File: config.mk
export PLATFORM = sky130hd
export DESIGN_NAME = sacl_addr_split
export DESIGN_NICKNAME = d
export VERILOG_FILES = /design/src/sacl_addr_split.sv
export SDC_FILE = /design/constraint.sdc
export NUM_CORES = 1
export LEC_CHECK = 0
export BUFFER_PORTS_ARGS = -buffer_cell sky130_fd_sc_hd__buf_2
export CORE_ASPECT_RATIO = 0.9
export CORE_MARGIN = 4
export CORE_UTILIZATION = 35
export DETAILED_ROUTE_END_ITERATION = 12
export GPL_ROUTABILITY_DRIVEN = 0
export PLACE_DENSITY = 0.58
export SYNTH_ARGS = -nofsm -noshare
export SYNTH_HDL_FRONTEND = slang
export SYNTH_SLANG_ARGS = --single-unit
File: constraint.sdc
create_clock -name vclk -period 5.3
set_input_delay 0.53 -clock vclk [all_inputs]
set_output_delay 0.53 -clock vclk [all_outputs]
set_load 0.1 [all_outputs]
File: src/sacl_addr_split.sv
// Address splitter: derives the set index and the tag from a byte address.
// Uses the configured set and block bit counts; no package content is needed.
module sacl_addr_split #(
    parameter int MAX_SET_BITS  = 6,
    parameter int ADDRESS_WIDTH = 64,
    localparam int SET_W = (MAX_SET_BITS > 0) ? MAX_SET_BITS : 1
) (
    input  logic [63:0]              i_address,
    input  logic [2:0]               i_set_bits,
    input  logic [5:0]               i_block_bits,
    output logic [SET_W-1:0]         o_set,
    output logic [ADDRESS_WIDTH-1:0] o_tag
);

    logic [ADDRESS_WIDTH-1:0] addr_m;
    logic [ADDRESS_WIDTH-1:0] idx_full;
    logic [2:0]               eff_s;
    logic [6:0]               tag_shift;

    // Set bits above the supported maximum act as the maximum.
    assign eff_s = (int'(i_set_bits) > MAX_SET_BITS) ? 3'(MAX_SET_BITS) : i_set_bits;

    // Bits above the address width are ignored; a shift past the width yields zero.
    assign addr_m    = i_address[ADDRESS_WIDTH-1:0];
    assign tag_shift = {4'b0000, eff_s} + {1'b0, i_block_bits};
    assign idx_full  = addr_m >> i_block_bits;
    assign o_tag     = addr_m >> tag_shift;

    // Keep only the configured number of index bits.
    always_comb begin
        for (int i = 0; i < SET_W; i++) begin
            o_set[i] = idx_full[i] & (i < int'(eff_s));
        end
    end

endmodule

==> results of run 1 <==
==> power breakdown <==
part,internal [mW],total (mW),switching (mW)
clock network,0,0,0
logic,0.982,2.83,1.85
registers,0,0,0
==> worst max-delay path, cell delays in order <==
cell      delay, ns
buf_2          0.14
a21bo_1        0.25
inv_4          0.15
ha_1           0.25
inv_1          0.07
fa_1           0.52
xor2_4         0.68
nand2_1        0.43
o221ai_1       0.41
a21boi_1       0.21
a221oi_2       0.38
a221o_1        0.27
buf_12         0.18
==> worst paths after layout <==
path	start	to	slack (ns)
worst max-delay path	i_set_bits[2]	o_tag[4]	0.28
worst min-delay path	i_set_bits[2]	o_set[4]	1.59
==> logic make-up after synthesis <==
family	synth area share
buffers and inverters	0.0633
and+or+nand+nor	0.156
xor gates and xnor gates	0.0124
adders and majority gates	0.00789
muxes	0.516
AOI/OAI and AO/OA	0.244
==> timing repair <==
item / in CTS / in global routing
setup endpoints to repair: 0 / 1
hold endpoints to repair: 0 / 0
gates resized for setup: 0 / 1
==> per-stage QoR <==
step | TNS [ns] | setup WS [ns] | power, mW | cells | cell area (um2)
after floorplan | -2.08 | -0.883 | 1.89 | 840 | 7370
after global placement | 0 | 0.262 | 2.76 | 1192 | 9210
after detailed placement | 0 | 0.283 | 2.76 | 1192 | 9210
after CTS | 0 | 0.272 | 2.77 | 1192 | 9210
after global routing | 0 | 0.0508 | 2.92 | 1192 | 9220
final | 0 | 0.278 | 2.83 | 1192 | 9220
==> placed cells by master (no fill, tap or decap), types with 5 or more instances in the layout <==
cell type,instances
o21ai_0,13
nand3_1,21
buf_4,35
nand2b_1,14
mux2_2,8
a221o_1,5
nor3_1,21
o221ai_2,6
nand2_1,104
a22oi_1,13
o221ai_1,10
o211ai_1,12
o22ai_1,20
a22o_1,6
o31ai_1,7
o21a_1,9
a211o_1,11
buf_2,85
and2_1,13
a211oi_1,10
a31oi_1,8
o221a_2,5
inv_1,5
a21oi_1,51
nor2_1,60
mux4_2,105
buf_12,60
mux2i_1,117
==> metal layers <==
| metal | wire (um) | global-route usage |
|---|---|---|
| met1 | 12600 | 0.376 |
| met2 | 15000 | 0.425 |
| met3 | 4360 | 0.0652 |
| met4 | 1020 | 0.0456 |
| met5 | 0 | 0 |
==> area by class of cell <==
type               count  share of cell area
multi-input cells    747               0.756
repair buffers       180               0.205
well taps            255              0.0346
inverters             10             0.00434
==> flow_summary_export.csv, run 1 <==
group,metric,value,unit
cts,postCtsSetupRepairBufs,0,
drt,vias,8710,
sta,hold_viol_final,0,
pwr,cellLeakagePower,3.61,nW
setup_path,arrival,4.49,ns
logic_synthesis,synth_common_cells,"mux2i_1, mux4_2, nand2_1, nor2_1, a21oi_1",
pwr,peakVddDrop,0.000238,V
outcome,status,"completed",
die,start_util,0.360,
logic_synthesis,yosys.area.top_type,"mux4_2",
die,die_y,145,um
die,die_x,160,um
grt,antenna_found_initial,0,
drt,wl_per_cell,27.6,um
logic_synthesis,syn_inst,840,
logic_synthesis,synth_top_area_share,0.324,
grt,grt_pass1_vias,8151,
logic_synthesis,post-synth-top-count-cell,"mux2i_1",
pwr,power_density,307,nW/um2
sta,whs,1.59,ns
sta,drv_slew,0,
logic_synthesis,syn_nets,917,
setup_path,critPathKind,"in -> out",
drt,wl,32900,um
placement,dp.final_hpwl,25700,um
final_layout,nClkBuffers,0,
setup_path,startpoint_type,"input pin",
sta,fin_crit,5.02,ns
logic_synthesis,synth_warnings,0,
logic_synthesis,synth_area_leaders,"mux4_2, mux2i_1, nand2_1",
final_layout,regArea,0,um2
setup_path,worstSetupEndpointType,"output pin",
drt,drtAntennaViolNets,0,
sta,rsz0062_at_grt,"no",
final_layout,areaGrowthSynthToFinish,26.5,%
placement,port_buffers,143,
final_layout,multiInputGateArea,6970,um2
setup_path,crit_fanout,21,
grt,grt_pass1_wl,50600,um
drt,vias_per_cell,7.31,
drt,dr.pass1.iters,7,
final_layout,drive_above_1_share,0.360,
sta,fmax,199,MHz
final_layout,fillers,1966,
logic_synthesis,seq_area_frac_synth,0,
drt,route.detailed.drc,0,
min_path,holdPathStages,3,
drt,drt_iter0_markers,1691,
job,cap_violations,0,
sta,period_share,0.948,
die,num_io_pins,143,
final_layout,diodes,0,
sta,setup_viol,0,
grt,grt_use_total,0.267,
sta,worst_pin_slew,1.10,ns
final_layout,final_nets,1016,
min_path,worstHoldPathType,"in -> out",
grt,grt_max_degree,60,
logic_synthesis,synth.cell_area,7290,um2
die,rows,49,
grt,gr-total-overflow,0,
logic_synthesis,synth_cell_types,79,
cts,hold_buffers,0,
die,dieArea,23200,um2
die,design.core.area,20200,um2
setup_path,cp_data_required_time,4.77,ns
final_layout,final_util,0.456,
logic_synthesis,syn_area_per_cell,8.68,um2
final_layout,seq_cell_count,0,
sta,slew_headroom,0.266,
No activity file was read; power rests on OpenSTA's default activity.
==> run 2, diff against run 1 <==
--- a/config.mk
+++ b/config.mk
@@ -12,6 +12,7 @@
 export DETAILED_ROUTE_END_ITERATION = 12
 export GPL_ROUTABILITY_DRIVEN = 0
 export PLACE_DENSITY = 0.58
+export REMOVE_ABC_BUFFERS = 1
 export SYNTH_ARGS = -nofsm -noshare
 export SYNTH_HDL_FRONTEND = slang
 export SYNTH_SLANG_ARGS = --single-unit
==> run 2 against run 1 <==
  * Fmax increased by 3.3%
  * Critical path depth increased by 2
  * Sequential share of layout area unchanged
  * Non-clock buffer count rose by 6
  * Setup slack improved by 0.16 ns
  * Core utilization down 0.20 points
  * Sequential cell count did not move
  * Worst hold slack improved by 0.0073 ns
  * Combinational power about the same
  * Total power is 0.98% lower
  * Global-route usage decreased by 0.12 points
==> flow_summary_export.csv, run 2 (synthesized netlist as in run 1, its figures left out) <==
group,metric,value,unit
final_layout,final_cells,1198,
final_layout,areaGrowthSynthToFinish,25.9,%
pwr,p_sw,1.83,mW
pwr,peakVddDrop,0.000225,V
die,die_x,160,um
grt,gr-total-overflow,0,
drt,drtAntennaViolNets,0,
pwr,combPwrFrac,1.000,
sta,worst_pin_slew,1.10,ns
grt,grt_max_degree,70,
drt,wl_per_cell,27.1,um
final_layout,final_common_cell,"mux2i_1",
drt,drt_iter0_markers,1403,
final_layout,finalInstanceArea,9180,um2
grt,antenna_found_initial,0,
setup_path,critical_path.max_stage_delay,0.61,ns
drt,wl,32400,um
placement,placedCellCount,1198,
cts,hold_buffers,0,
final_layout,seq_cell_count,0,
placement,pre_cts_ws,0.511,ns
drt,route.detailed.drc,0,
sta,fmax,206,MHz
drt,vias,8574,
sta,setup_ws,0.438,ns
sta,slew_headroom,0.267,
pwr,p_seq_frac,0,
final_layout,drive_above_1_share,0.349,
final_layout,final_nets,1022,
outcome,status,"completed",
die,dieArea,23200,um2
die,design.core.area,20200,um2
placement,dp.final_hpwl,25700,um
placement,port_buffers,143,
setup_path,cp_data_required_time,4.77,ns
final_layout,fillers,1987,
drt,dr.pass1.iters,6,
setup_path,crit_fanout,13,
sta,fin_crit,4.86,ns
job,cap_violations,0,
grt,grt_pass1_vias,8156,
setup_path,worstSetupEndpointType,"output pin",
cts,postCtsSetupRepairBufs,0,
min_path,worstHoldPathType,"in -> out",
die,die_y,145,um
setup_path,critPathKind,"in -> out",
sta,drv_slew,0,
final_layout,nClkBuffers,0,
setup_path,path_cells,"buf_2, a21bo_1, inv_4, ha_1, inv_1, fa_1, and2b_1, o21ai_2, buf_4, xnor2_2, buf_4, buf_4, nand3_1, o21ai_0, buf_12",
pwr,cellLeakagePower,3.62,nW
pwr,power_density,306,nW/um2
final_layout,final_cell_mix,"mux2i_1, mux4_2, nand2_1",
grt,grt_pass1_wl,50100,um
die,start_util,0.360,
die,num_io_pins,143,
setup_path,arrival,4.33,ns
sta,setup_viol,0,
setup_path,crit_slowest_cell,"o21ai_0",
cts,post_cts_resize_count,0,
drt,vias_per_cell,7.16,
grt,grt_use_total,0.266,
pwr,clock_power_share,0,
sta,whs,1.60,ns
pwr,sw_frac_of_total,0.652,
die,rows,49,
sta,hold_viol_final,0,
sta,period_share,0.917,
final_layout,regArea,0,um2
sta,rsz0062_at_grt,"no",
setup_path,crit_top_cell,"buf_4",
setup_path,startpoint_type,"input pin",
placement,place_area,9180,um2
final_layout,diodes,0,
pwr,intPower,0.977,mW
[run 2: cell types whose count changed in the layout (fill, tap and decap cells not counted), moves of 3 or more]
cell      previous run  this run
buf_4               35        43
o311ai_0             0         3
o221ai_2             6         2
nor2_2               3         0
nor2_1              60        63
o221ai_1            10        14
[run 2: layout make-up]
class,instances,area [um2],area share
multi-input cells,747,6880,0.750
repair buffers,186,1940,0.211
inverters,10,40.0,0.00436
well taps,255,319,0.0348
[run 2: final timing paths]
check	slack, ns	from	cells after the start	end
setup / recovery	0.44	i_set_bits[2]	15	o_tag[27]
hold / removal	1.60	i_set_bits[2]	3	o_set[4]
[run 2: critical path: cells and delay by family]
family,cells,cell delay (ns)
adders and majority gates,2,0.56
and+or+nand+nor,2,0.59
buffers and inverters,7,1.26
xor gates and xnor gates,1,0.43
AOI/OAI and AO/OA,3,0.93
[run 2: stage by stage]
| step | setup TNS (ns) | util | power, mW |
|---|---|---|---|
| final | 0 | 0.454 | 2.81 |
| after global routing | 0 | 0.454 | 2.90 |
| after CTS | 0 | 0.454 | 2.76 |
| after detailed placement | 0 | 0.454 | 2.75 |
| after global placement | 0 | 0.454 | 2.75 |
| after floorplan | -155.26 | - | 1.81 |
[run 2: routing by layer]
metal | vias up | routed length (um) | global-route usage
met4 | 0 | 771 | 0.0542
met3 | 77 | 4680 | 0.0587
met5 | - | 0 | 0
met1 | 4097 | 12600 | 0.388
li1 | 3646 | - | -
met2 | 754 | 14400 | 0.407
[run 2: power by group through the flow]
stage | sequential (mW) | combinational, mW | clock (mW)
floorplan | 0 | 1.81 | 0
global placement | 0 | 2.75 | 0
detailed placement | 0 | 2.75 | 0
CTS | 0 | 2.76 | 0
global route | 0 | 2.90 | 0
finish | 0 | 2.81 | 0
